`config.mk`:
```
export PLATFORM = sky130hd
export DESIGN_NAME = lmba_div
export DESIGN_NICKNAME = d
export VERILOG_FILES = /design/src/rtl/lut_map_and_bin_average_macros.svh /design/src/rtl/lmba_pkg.sv /design/src/rtl/lmba_div.sv
export SDC_FILE = /design/constraint.sdc
export NUM_CORES = 1
export LEC_CHECK = 0
export ABC_AREA = 1
export ABC_CLOCK_PERIOD_IN_PS = 2900
export BUFFER_PORTS_ARGS = -buffer_cell sky130_fd_sc_hd__buf_2
export CORE_ASPECT_RATIO = 0.8
export CORE_MARGIN = 2
export CORE_UTILIZATION = 34
export CTS_BUF_LIST = sky130_fd_sc_hd__clkbuf_8
export DETAILED_ROUTE_END_ITERATION = 8
export PLACE_DENSITY_LB_ADDON = 0.12
export SLEW_MARGIN = 30
export SYNTH_ARGS = -nofsm -noshare
export SYNTH_HDL_FRONTEND = slang
export SYNTH_SLANG_ARGS = --single-unit
```
`constraint.sdc`:
```
create_clock -name clk -period 2.9 [get_ports clk]
set_input_delay 0.29 -clock clk [delete_from_list [all_inputs] [get_ports clk]]
set_output_delay 0.29 -clock clk [all_outputs]
set_load 0.005 [all_outputs]
```
`src/rtl/lut_map_and_bin_average_macros.svh`:
```
// Assertion macros shared by the tone-map and binning RTL.
// Used by files that hold concurrent checks; expects clk and rst_n in scope.
`ifndef LUT_MAP_AND_BIN_AVERAGE_MACROS_SVH
`define LUT_MAP_AND_BIN_AVERAGE_MACROS_SVH

// same-cycle implication, checked outside reset
`define LMBA_ASSERT(label, ante, cons) \
    label: assert property (@(posedge clk) disable iff (!rst_n) (ante) |-> (cons)) \
        else $error("lmba check failed");

// next-cycle implication, checked outside reset
`define LMBA_ASSERT_NEXT(label, ante, cons) \
    label: assert property (@(posedge clk) disable iff (!rst_n) (ante) |=> (cons)) \
        else $error("lmba check failed");

`endif

```
`src/rtl/lmba_pkg.sv`:
```
// Shared types and constants for the tone-map and block-average pipeline.
// No dependencies; imported by lmba_div and lut_map_and_bin_average.
`default_nettype none

package lmba_pkg;

    // default sizing
    localparam int MAX_WIDTH_DEF     = 4096;
    localparam int MAX_BIN_SHIFT_DEF = 4;
    localparam int PIXEL_BITS_DEF    = 16;
    localparam int MAX_HEIGHT        = 4096;
    localparam int REGION_RESET      = 4096;

    // field widths
    localparam int GREY_W   = 8;
    localparam int SAMPLE_W = 16;
    localparam int REG_W    = 13;
    localparam int SHIFT_W  = 3;
    localparam int CFG_IDX_W = 2;

    // register indexes
    localparam logic [CFG_IDX_W-1:0] CFG_BIN_SHIFT     = 2'd0;
    localparam logic [CFG_IDX_W-1:0] CFG_REGION_WIDTH  = 2'd1;
    localparam logic [CFG_IDX_W-1:0] CFG_REGION_HEIGHT = 2'd2;

    // item kinds
    localparam logic ACT_LOAD  = 1'b0;
    localparam logic ACT_PIXEL = 1'b1;

    typedef struct packed {
        logic                action;
        logic [SAMPLE_W-1:0] table_index;
        logic [GREY_W-1:0]   table_value;
        logic [SAMPLE_W-1:0] pixel;
    } lmba_in_t;

    typedef struct packed {
        logic [GREY_W-1:0] grey;
        logic              last_in_row;
        logic              last_in_frame;
    } lmba_out_t;

    // divider status toward the top level
    typedef struct packed {
        logic busy;
        logic done;
    } lmba_div_stat_t;

endpackage

`default_nettype wire

```
`src/rtl/lmba_div.sv`:
```
// Serial restoring divider for edge-block averages, one quotient bit per cycle.
// Depends on lmba_pkg for the status struct.
`default_nettype none

module lmba_div
    import lmba_pkg::*;
#(
    parameter int NUM_W = 17,
    parameter int DEN_W = 9
)
(
    input  wire logic             clk,
    input  wire logic             rst_n,
    input  wire logic             start,
    input  wire logic [NUM_W-1:0] num,
    input  wire logic [DEN_W-1:0] den,
    input  wire logic             take,
    output lmba_div_stat_t        stat,
    output logic [NUM_W-1:0]      quo
);

    localparam int CNT_BITS = $clog2(NUM_W);

    logic                busy_reg, busy_next;
    logic                done_reg, done_next;
    logic [CNT_BITS-1:0] cnt_reg, cnt_next;
    logic [NUM_W-1:0]    num_reg, num_next;
    logic [DEN_W-1:0]    rem_reg, rem_next;
    logic [DEN_W-1:0]    den_reg;
    logic [DEN_W:0]      trial;
    logic                ge;

    // one restoring step: shift in the next numerator bit, subtract if it fits
    always_comb
    begin
        trial     = {rem_reg, num_reg[NUM_W-1]};
        ge        = (trial >= {1'b0, den_reg});
        rem_next  = ge ? DEN_W'(trial - {1'b0, den_reg}) : DEN_W'(trial);
        num_next  = {num_reg[NUM_W-2:0], ge};
        busy_next = busy_reg;
        done_next = done_reg;
        cnt_next  = cnt_reg;
        if (start)
        begin
            busy_next = 1'b1;
            done_next = 1'b0;
            cnt_next  = CNT_BITS'(NUM_W - 1);
        end
        else if (busy_reg)
        begin
            cnt_next = cnt_reg - CNT_BITS'(1);
            if (cnt_reg == '0)
            begin
                busy_next = 1'b0;
                done_next = 1'b1;
            end
        end
        else if (take)
        begin
            done_next = 1'b0;
        end
    end

    // control state
    always_ff @(posedge clk or negedge rst_n)
    begin
        if (!rst_n)
        begin
            busy_reg <= 1'b0;
            done_reg <= 1'b0;
            cnt_reg  <= '0;
        end
        else
        begin
            busy_reg <= busy_next;
            done_reg <= done_next;
            cnt_reg  <= cnt_next;
        end
    end

    // datapath registers
    always_ff @(posedge clk)
    begin
        if (start)
        begin
            num_reg <= num;
            den_reg <= den;
            rem_reg <= '0;
        end
        else if (busy_reg)
        begin
            num_reg <= num_next;
            rem_reg <= rem_next;
        end
    end

    assign stat.busy = busy_reg;
    assign stat.done = done_reg;
    assign quo       = num_reg;

endmodule

`default_nettype wire

```
* Word-level counts from Yosys, hierarchy flattened
Cells that the tools add are included.
Word-level totals: bits in registers 42, logic and storage cells 26
Operators by class: $add $sub $neg 2, order comparisons 1, eq/ne operators 1, muxes and demuxes 12, reduce and logical (&&, ||, !) cells 4
Operator list (number):
- $mux 17 | 2
- $ge 10x9->1 | 1
- $mux 5 | 2
- $mux 9 | 1
- $sub 9x9->9 | 1
- $mux 1 | 7
- $logic_not 5->1 | 1
- $sub 5x1->5 const B | 1
- $ne 3x2->1 const B | 1
- $reduce_bool 3->1 | 1
- $reduce_and 2->1 | 1
- $reduce_bool 2->1 | 1

* Depth between registers and ports, before layout
Gate-level depths: netlist of run 1.
depth in word-level cells 4, depth in mapped cells 13, depth with buffers taken out 13

* Worst setup path after synthesis of run 1
No wires, ideal clock.
kind reg-to-reg, start register num_reg[16], in the netlist quo[16], end register num_reg[0], in the netlist quo[0], data pin, data arrival time 1.549 ns, required time 2.638 ns, slack 1.089 ns, cell stages (with the launch flop) 10, cells stage by stage edfxtp_1 -> inv_1 -> ha_1 -> inv_1 -> fa_1 -> nand4_1 -> nand2_1 -> nand2_2 -> buf_6 -> a31oi_1
On the way: longest elaborated chain between the ends 3
RTL lines:
- start: declaration | RTL line lmba_div.sv:27 | logic [NUM_W-1:0] num_reg, num_next;
- start signal: assignment | RTL line lmba_div.sv:86 | num_reg <= num;
- start signal: assignment | RTL line lmba_div.sv:92 | num_reg <= num_next;
- $ge 10x9->1 | RTL line lmba_div.sv:37 | ge = (trial >= {1'b0, den_reg});
- $mux 17 | RTL line lmba_div.sv:90 | else if (busy_reg)
- $mux 17 | RTL line lmba_div.sv:84 | if (start)
No other way between the ends. The select of a mux whose other input is x is not followed. A chain may end at the register's enable or synchronous reset.

* Worst setup path in the final report of run 1
start register num_reg[16], in the netlist quo[16], end register rem_reg[2]
On the way: longest elaborated chain between the ends 2, elaborated cells between the ends (all ways) 3, those cells by class add/sub: 1; order compare: 1; mux: 1
RTL lines:
- $sub 9x9->9 or $ge 10x9->1 (tied branches) | RTL line lmba_div.sv:38, lmba_div.sv:37
- $mux 9 * | RTL line lmba_div.sv:38 | rem_next = ge ? DEN_W'(trial - {1'b0, den_reg}) : DEN_W'(trial);
- end signal: assignment | RTL line lmba_div.sv:93 | rem_reg <= rem_next;
- end: declaration | RTL line lmba_div.sv:28 | logic [DEN_W-1:0] rem_reg, rem_next;
Every way passes the cells marked *; elsewhere a longest branch is shown, timed or not.

==> results of run 1 <==
[cells in the final DEF (no fill, tap or decap)]
cell,count
dfxtp_1,9
edfxtp_1,26
ha_1,11
fa_1,1
nor2b_4,1
o21ai_0,4
buf_2,48
nand3b_1,1
inv_2,1
nor2_2,2
nand3_2,3
clkbuf_8,5
a31oi_1,2
dfrtp_1,7
nor2_1,10
clkinv_1,1
a21oi_1,7
bufinv_16,2
nor3_1,1
nand4_1,3
nand2_1,116
nand3_1,23
o22ai_1,1
buf_4,2
nand2_2,4
inv_1,41
dlygate4sd3_1,1
xnor2_1,3
[repair_timing]
item / in CTS / in global routing
hold buffers: 1 / 0
hold endpoints to repair: 7 / 0
buffers inserted: 0 / 0
[layout make-up]
cell class / instances / area share
flip-flops and latches: 42 / 0.4124
multi-input cells: 193 / 0.3479
repair buffers: 51 / 0.09628
inverters: 42 / 0.05722
well taps: 84 / 0.03815
clock buffers: 5 / 0.02498
clock inverters: 3 / 0.02316
[path summary, 6_finish.rpt]
path / cells past startpoint / end / startpoint / slack [ps]
hold reg to reg: 2 / rem_reg[7]$_SDFFE_PP0P_ / rem_reg[7]$_SDFFE_PP0P_ / 480
setup reg to reg: 11 / rem_reg[2]$_SDFFE_PP0P_ / quo[16]$_DFFE_PP_ / 810
hold / removal: 1 / den_reg[0]$_DFFE_PP_ / den[0] / 170
setup / recovery: 11 / rem_reg[2]$_SDFFE_PP0P_ / quo[16]$_DFFE_PP_ / 810
max in group asynchronous: 2 / cnt_reg[0]$_DFFE_PN0P_ / rst_n / 2380
min in group asynchronous: 2 / done_reg$_DFFE_PN0P_ / rst_n / 360
[through the flow]
stage	util	cell area (sq um)	setup WS (ps)	hold WS, ps	total power, mW
finish	0.4235	2755	811.3	171.7	2.281
global route	0.4235	2755	590.5	154.3	2.492
CTS	0.4235	2755	819.8	159.6	2.309
detailed placement	0.4015	2613	849.0	134.7	1.761
global placement	0.4015	2613	908.0	139.1	1.767
floorplan	-	2328	1089	-5.591	1.547
[power groups by stage]
stage               Sequential (mW)  Clock (mW)  Combinational, mW
floorplan                     0.883           0              0.665
global placement              0.903           0              0.864
detailed placement            0.902           0              0.859
CTS                           0.888       0.557              0.865
global route                  0.909       0.579               1.00
finish                        0.885       0.539              0.857
[cell families after synthesis]
group	after synthesis	share of synthesized area
buf+inv	52	0.1005
fa+ha+maj	12	0.06771
flops	42	0.4879
simple gates	164	0.3009
compound gates	14	0.03170
xor+xnor	3	0.01129
[worst register-to-register path, stage by stage, from the launching register on]
cell      delay (ps)
edfxtp_1         390
inv_1            110
ha_1             150
inv_1             70
fa_1             420
nand4_1          130
nand2_1           90
nand2_2          210
nand2_2          180
nand2_1          110
nand3_1           90
nand2_1           90
[routing by layer]
layer	GRT usage	share of wire	vias to the layer above
li1	-	-	996
met5	0	0	-
met4	0.03944	0.0092	0
met3	0.03263	0.044	4
met2	0.2236	0.42	34
met1	0.2161	0.52	839
==> flow_summary.ini, run 1 <==
[critical_path]
cp.arrival_ps = 2320
timing.critical_path.mode_cell = nand2_1
crit_chain = inv_1 -> ha_1 -> inv_1 -> fa_1 -> nand4_1 -> nand2_1 -> nand2_2 -> nand2_2 -> nand2_1 -> nand3_1 -> nand2_1
critPathSlowestCell = fa_1
cp.required_ps = 3140
cp_max_fo = 11
critPathCaptureType = flip-flop
crit_type = flip-flop to flip-flop
critPathLaunchType = flip-flop
critPathBufInv = 2
slowest_delay_ps = 420
crit_family = simple AND/OR/NAND/NOR gates

[placement]
place_hpwl_um = 3780
dp_cells = 411
gp_congestion = 0.8657
io_buffers = 48

[timing]
worstMarginPinSlew_ps = 787.7
slew_viol_final = 0
rsz0062_at_grt = no
tns_ps = 0
period_share = 0.7202
skew_ps = 8.068
max_freq_ghz = 0.4788
setup_viol = 0
hold_violations = 0
post-route-min-period_ps = 2089
max-slew-margin-rel = 0.4730

[layout]
largest_register_ffs = 17
layout-drive-gt1-share = 0.2024
fillCellCount = 687
seqCellArea_sq_mm = 0.001136
nets = 377
antenna_cells = 0
areaGrowthSynthToFinish_pct = 18.32
instances_no_fill = 420
multiInputGateArea_sq_um = 958.4

[clocking]
cts_buffers = 5
cts_tree = built
root_buffer = clkbuf_8
clockBufferDepth = 2
clock-sinks = 42
clkTransAtPathRegs_ps = 80
post_cts_resized = 0
cts_max_level = 2
clk_latency_ps = 290

[yosys]
yosys.area.top_type = edfxtp_1
syn_area_sq_mm = 0.002328
synth_commonest_cells = nand2_1, inv_1, edfxtp_1
syn_nets = 329
synth_most_common_cell = nand2_1
yosysTopAreaCellShare = 0.3353
avgSynthCellArea_sq_um = 8.113
synth-seq-cells = 42
synthCells = 287
synth-seq-area-share = 0.4879
ys.flop_type = edfxtp_1
synth_edf_count = 26
async_flop_share = 0.1667
ys_types = 27
yosys_warnings = 0
synth_top_cells_by_area = edfxtp_1, nand2_1, dfxtp_1

[drt]
routed_via_density = 4.460
wire_per_inst_um = 11.88
drt_iter0_drc = 61
drc = 0
wirelength_um = 4991
antenna_left = 0
vias = 1873
firstDrtPassIters = 4

[die]
fp.dieW_um = 96.53
coreArea_sq_mm = 0.006506
die-area_sq_mm = 0.007531
row_count = 26
start_util = 0.3579
ios = 49
die_height_um = 78.02

[power]
comb_power_share = 0.376
power.density_mw_per_mm2 = 827.9
p_sw_frac = 0.3553
p_clk_frac = 0.236
power_frac_seq = 0.388
p_int_mw = 1.471
leakage_nw = 1.464
p_sw_uw = 810.4
peakVddDrop_mv = 0.3068

[status]
status = complete, no violations

[global_routing]
antenna_found_initial = 0
grt_pass1_wl_um = 8687
grt-ovfl-total = 0
gr-usage-all-layers = 0.1488
grt_start_max_net_pins = 23
grt_pass1_vias = 1855

[hold_path]
worstHoldPathType = input pin to flip-flop

[job]
maxCapViolCount = 0
(Power assumes the default switching activity.)
==> run 2, diff against run 1 <==
--- a/config.mk
+++ b/config.mk
@@ -6,7 +6,7 @@
 export NUM_CORES = 1
 export LEC_CHECK = 0
 export ABC_AREA = 1
-export ABC_CLOCK_PERIOD_IN_PS = 2900
+export ABC_CLOCK_PERIOD_IN_PS = 1800
 export BUFFER_PORTS_ARGS = -buffer_cell sky130_fd_sc_hd__buf_2
 export CORE_ASPECT_RATIO = 0.8
 export CORE_MARGIN = 2
==> constraint.sdc (replaced) <==
create_clock -name clk -period 1.8 [get_ports clk]
set_input_delay 0.18 -clock clk [delete_from_list [all_inputs] [get_ports clk]]
set_output_delay 0.18 -clock clk [all_outputs]
set_load 0.005 [all_outputs]
==> run 2 against run 1 <==
Compared with the run above: the run now ends with setup timing left; worst hold slack worse by 110 ps; core utilization increased by 3.2 points; final cell count grew 4.8%.
==> flow_summary.ini, run 2 (same netlist as run 1, synthesis figures left out) <==
[clocking]
clockBufferDepth = 2
clock-sinks = 42
clkTransAtPathRegs_ps = 80
cts_buffers = 5
cts_max_level = 2
clk_latency_ps = 290
cts_tree = built
root_buffer = clkbuf_8

[timing]
rsz0062_at_grt = yes
worstMarginPinSlew_ps = 351.7
skew_ps = 3.635
max_freq_ghz = 0.5551
max-slew-margin-rel = 0.7637
holdWs_ps = 61.95
hold_violations = 0
setup_viol = 1
finalWorstSetupSlack_ps = -1.602
period_share = 1.001
slew_viol_final = 0
post-route-min-period_ps = 1802

[hold_path]
worstHoldPathType = input pin to flip-flop

[power]
leakage_nw = 1.582
power.density_mw_per_mm2 = 1247
peakVddDrop_mv = 0.4552

[global_routing]
grt-ovfl-total = 0
grt_start_max_net_pins = 23
grt_pass1_wl_um = 8631
gr-usage-all-layers = 0.1485
antenna_found_initial = 0
grt_pass1_vias = 1847

[drt]
drt_iter0_drc = 82
wire_per_inst_um = 11.85
wirelength_um = 5214
vias = 1948
drc = 0
firstDrtPassIters = 4
routed_via_density = 4.427
antenna_left = 0

[layout]
antenna_cells = 0
instances_no_fill = 440
fillCellCount = 677
nets = 397
areaGrowthSynthToFinish_pct = 27.19
most-common-layout-cells = nand2_1, buf_2, inv_1
largest_register_ffs = 17
mostFrequentLayoutCell = nand2_1
layout-drive-gt1-share = 0.2921
final_util = 0.4552

[critical_path]
crit_type = flip-flop to flip-flop
critPathCaptureType = flip-flop
cp_max_fo = 5
cp.arrival_ps = 1840
cp.required_ps = 1840
critPathLaunchType = flip-flop

[die]
fp.dieW_um = 96.53
coreArea_sq_mm = 0.006506
start_util = 0.3579
row_count = 26
die_height_um = 78.02
die-area_sq_mm = 0.007531
ios = 49

[placement]
gp_congestion = 0.8052
dp_slack_ps = -54.59
place_hpwl_um = 3864
io_buffers = 48
dp_cells = 427

[status]
status = complete, but fails checks
violations = setup timing

[job]
maxCapViolCount = 0
## run 2: cell count changes in the layout (fill, tap and decap cells not counted), sizes merged
| cell | delta |
|---|---|
| bufinv | -2 |
| inv | +1 |
| clkinv | +1 |
| buf | +20 |
## run 2: final timing paths
check / slack [ps] / cells after the start / to / from
hold reg to reg: 480 / 2 / rem_reg[7]$_SDFFE_PP0P_ / rem_reg[7]$_SDFFE_PP0P_
hold / removal: 60 / 1 / den_reg[4]$_DFFE_PP_ / den[4]
setup reg to reg: -2 / 9 / quo[0]$_DFFE_PP_ / quo[16]$_DFFE_PP_
max in group asynchronous: 1380 / 2 / cnt_reg[3]$_DFFE_PN0P_ / rst_n
min in group asynchronous: 250 / 2 / done_reg$_DFFE_PN0P_ / rst_n
setup / recovery: -2 / 9 / quo[0]$_DFFE_PP_ / quo[16]$_DFFE_PP_
## run 2: final cells by class
class | instances | area (sq um) | area share
Clock buffer | 5 | 68.82 | 0.02324
Clock inverter | 3 | 12.51 | 0.004225
Inverter | 42 | 157.7 | 0.05323
Multi-Input combinational cell | 193 | 1051 | 0.3549
Sequential cell | 42 | 1136 | 0.3836
Tap cell | 84 | 105.1 | 0.03549
Timing Repair Buffer | 71 | 430.4 | 0.1453
## run 2: report_power, final
part	total, mW	internal [mW]	switching (mW)
registers	1.43	1.27	0.156
clock network	0.582	0.262	0.321
logic	1.68	0.746	0.933
total	3.69	2.28	1.41
## run 2: per-layer routing
metal  part of all wire  GRT usage  vias up
met5                  0          0        -
met4              0.011    0.03803        0
met3              0.037    0.03263        7
met2               0.44     0.2264       44
met1               0.51     0.2131      861
li1                   -          -     1036
## run 2: worst max-delay path, cell delays in order (launching register included)
cell,delay [ps]
edfxtp_1,410
inv_2,90
ha_4,130
inv_2,40
fa_2,350
nand4_1,140
nand2_2,90
nand2_4,120
buf_6,120
a31oi_4,60
## run 2: repair_timing
action,4_1_cts,5_1_grt
setup endpoints to repair,10,10
hold buffers,1,0
pin swaps,3,16
hold endpoints to repair,7,0
setup buffers,2,2
resized for setup,5,18
## run 2: metrics by stage
step	instance area, sq um	total power, mW	setup TNS (ps)
floorplan	2331	2.496	0
global placement	2735	2.952	-0.6586
detailed placement	2735	2.964	-361.2
CTS	2858	3.587	0
global route	2962	4.028	-577.4
finish	2962	3.692	-1.602
==> run 3, diff against run 2 <==
==> constraint.sdc (replaced) <==
create_clock -name clk -period 1.8 [get_ports clk]
set_input_delay 0.09 -clock clk [delete_from_list [all_inputs] [get_ports clk]]
set_output_delay 0.09 -clock clk [all_outputs]
set_load 0.005 [all_outputs]
==> run 3 against run 2 <==
Compared with the run above: the run now ends clean; global-route usage is essentially flat; non-clock buffer count up 13; clock skew up 9.9 ps; first-iteration DRC count is 1.2% lower; worst setup slack gained 19 ps; core utilization is 2.8 points higher; sequential power hardly changed; clock power up 33%; fmax grew 1.1%; largest power group unchanged.
==> flow_summary.ini, run 3 (same netlist as run 1, synthesis figures left out) <==
[power]
power.density_mw_per_mm2 = 1275
peakVddDrop_mv = 0.4805
leakage_nw = 1.667

[drt]
drt_iter0_drc = 81
wirelength_um = 5325
wire_per_inst_um = 11.75
vias = 1979
drc = 0
routed_via_density = 4.369
firstDrtPassIters = 4
antenna_left = 0

[die]
die-area_sq_mm = 0.007531
ios = 49
row_count = 26
start_util = 0.3579
fp.dieW_um = 96.53
die_height_um = 78.02
coreArea_sq_mm = 0.006506

[job]
maxCapViolCount = 0

[global_routing]
antenna_found_initial = 0
grt_start_max_net_pins = 23
grt_pass1_wl_um = 8714
grt-ovfl-total = 0
gr-usage-all-layers = 0.1489
grt_pass1_vias = 1857

[layout]
antenna_cells = 0
areaGrowthSynthToFinish_pct = 34.87
instances_no_fill = 453
stdcell_area_sq_mm = 0.003141
layout-drive-gt1-share = 0.3089
most-common-layout-cells = nand2_1, buf_2, inv_1
mostFrequentLayoutCell = nand2_1
final_util = 0.4827
nets = 410
largest_register_ffs = 17

[clocking]
clk_latency_ps = 290
root_buffer = clkbuf_8
cts_tree = built
clkTransAtPathRegs_ps = 90
cts_max_level = 2
clock-sinks = 42
cts_buffers = 5
clockBufferDepth = 2

[status]
status = complete, no violations

[timing]
max-slew-margin-rel = 0.4956
setup_viol = 0
post-route-min-period_ps = 1783
finalWorstSetupSlack_ps = 17.42
rsz0062_at_grt = yes
skew_ps = 13.49
max_freq_ghz = 0.5610
worstMarginPinSlew_ps = 755.8
period_share = 0.9903
holdWs_ps = 57.96
hold_violations = 0
slew_viol_final = 0

[critical_path]
crit_chain = inv_2 -> ha_4 -> inv_2 -> fa_2 -> nand4_1 -> nand2_2 -> nand2_4 -> buf_6 -> a31oi_4
cp.required_ps = 1820
critPathBufInv = 3
cp.arrival_ps = 1800
crit_type = flip-flop to flip-flop
critPathCaptureType = flip-flop
timing.critical_path.mode_cell = inv_2
crit_family = adder cells
critPathSlowestCell = edfxtp_1
slowest_delay_ps = 400
cp_max_fo = 5
critPathLaunchType = flip-flop

[placement]
place_hpwl_um = 3805
dp_slack_ps = -51.34
placed_area_sq_mm = 0.002728
io_buffers = 48
dp_cells = 426
gp_congestion = 0.8252

[hold_path]
worstHoldPathType = input pin to flip-flop
-- run 3: final timing paths --
kind	cells past startpoint	endpoint	start	slack, ps
max reg2reg	9	quo[0]$_DFFE_PP_	quo[16]$_DFFE_PP_	20
min in group asynchronous	2	done_reg$_DFFE_PN0P_	rst_n	160
min	3	quo[11]$_DFFE_PP_	num[11]	60
max in group asynchronous	2	cnt_reg[2]$_DFFE_PN0P_	rst_n	1480
min reg2reg	2	rem_reg[7]$_SDFFE_PP0P_	rem_reg[7]$_SDFFE_PP0P_	480
max	9	quo[0]$_DFFE_PP_	quo[16]$_DFFE_PP_	20
-- run 3: area by class of cell --
class | count | area [sq um]
timing repair buffer | 84 | 550.5
multi-input combinational | 193 | 1075
sequential | 42 | 1136
fill | 651 | 3366
clock buffer | 6 | 82.58
tap | 84 | 105.1
clock inverter | 2 | 33.78
inverter | 42 | 157.7
-- run 3: worst reg2reg max path: stages (launching register included) --
cell	delay, ps
edfxtp_1	400
inv_2	90
ha_4	120
inv_2	40
fa_2	350
nand4_1	120
nand2_2	90
nand2_4	120
buf_6	130
a31oi_4	60
-- run 3: metal layers --
metal  wire length (um)  global-route usage  part of all wire
met5                  0                   0                 0
met3                140             0.03167             0.026
met2               2289              0.2181              0.43
met4                 35             0.03380            0.0066
met1               2859              0.2242              0.54
-- run 3: stage by stage --
stage | total power [mW] | setup TNS (ps)
CTS | 3.806 | -20.90
detailed placement | 2.962 | -209.7
global placement | 2.947 | -27.97
finish | 4.003 | 0
floorplan | 2.496 | 0
global route | 4.345 | -350.7
-- run 3: repair_timing --
action	4_1_cts	5_1_grt
buffers inserted	5	4
pin swaps	3	14
endpoints found under the hold margin	16	0
hold buffers	10	0
endpoints found under the setup margin	10	10
gates resized for setup	4	24
-- run 3: power by group --
| group | leakage, nW | switching, mW | internal (mW) |
|---|---|---|---|
| registers | 0.432 | 0.160 | 1.27 |
| clock network | 0.0626 | 0.327 | 0.447 |
| logic | 1.17 | 0.987 | 0.807 |
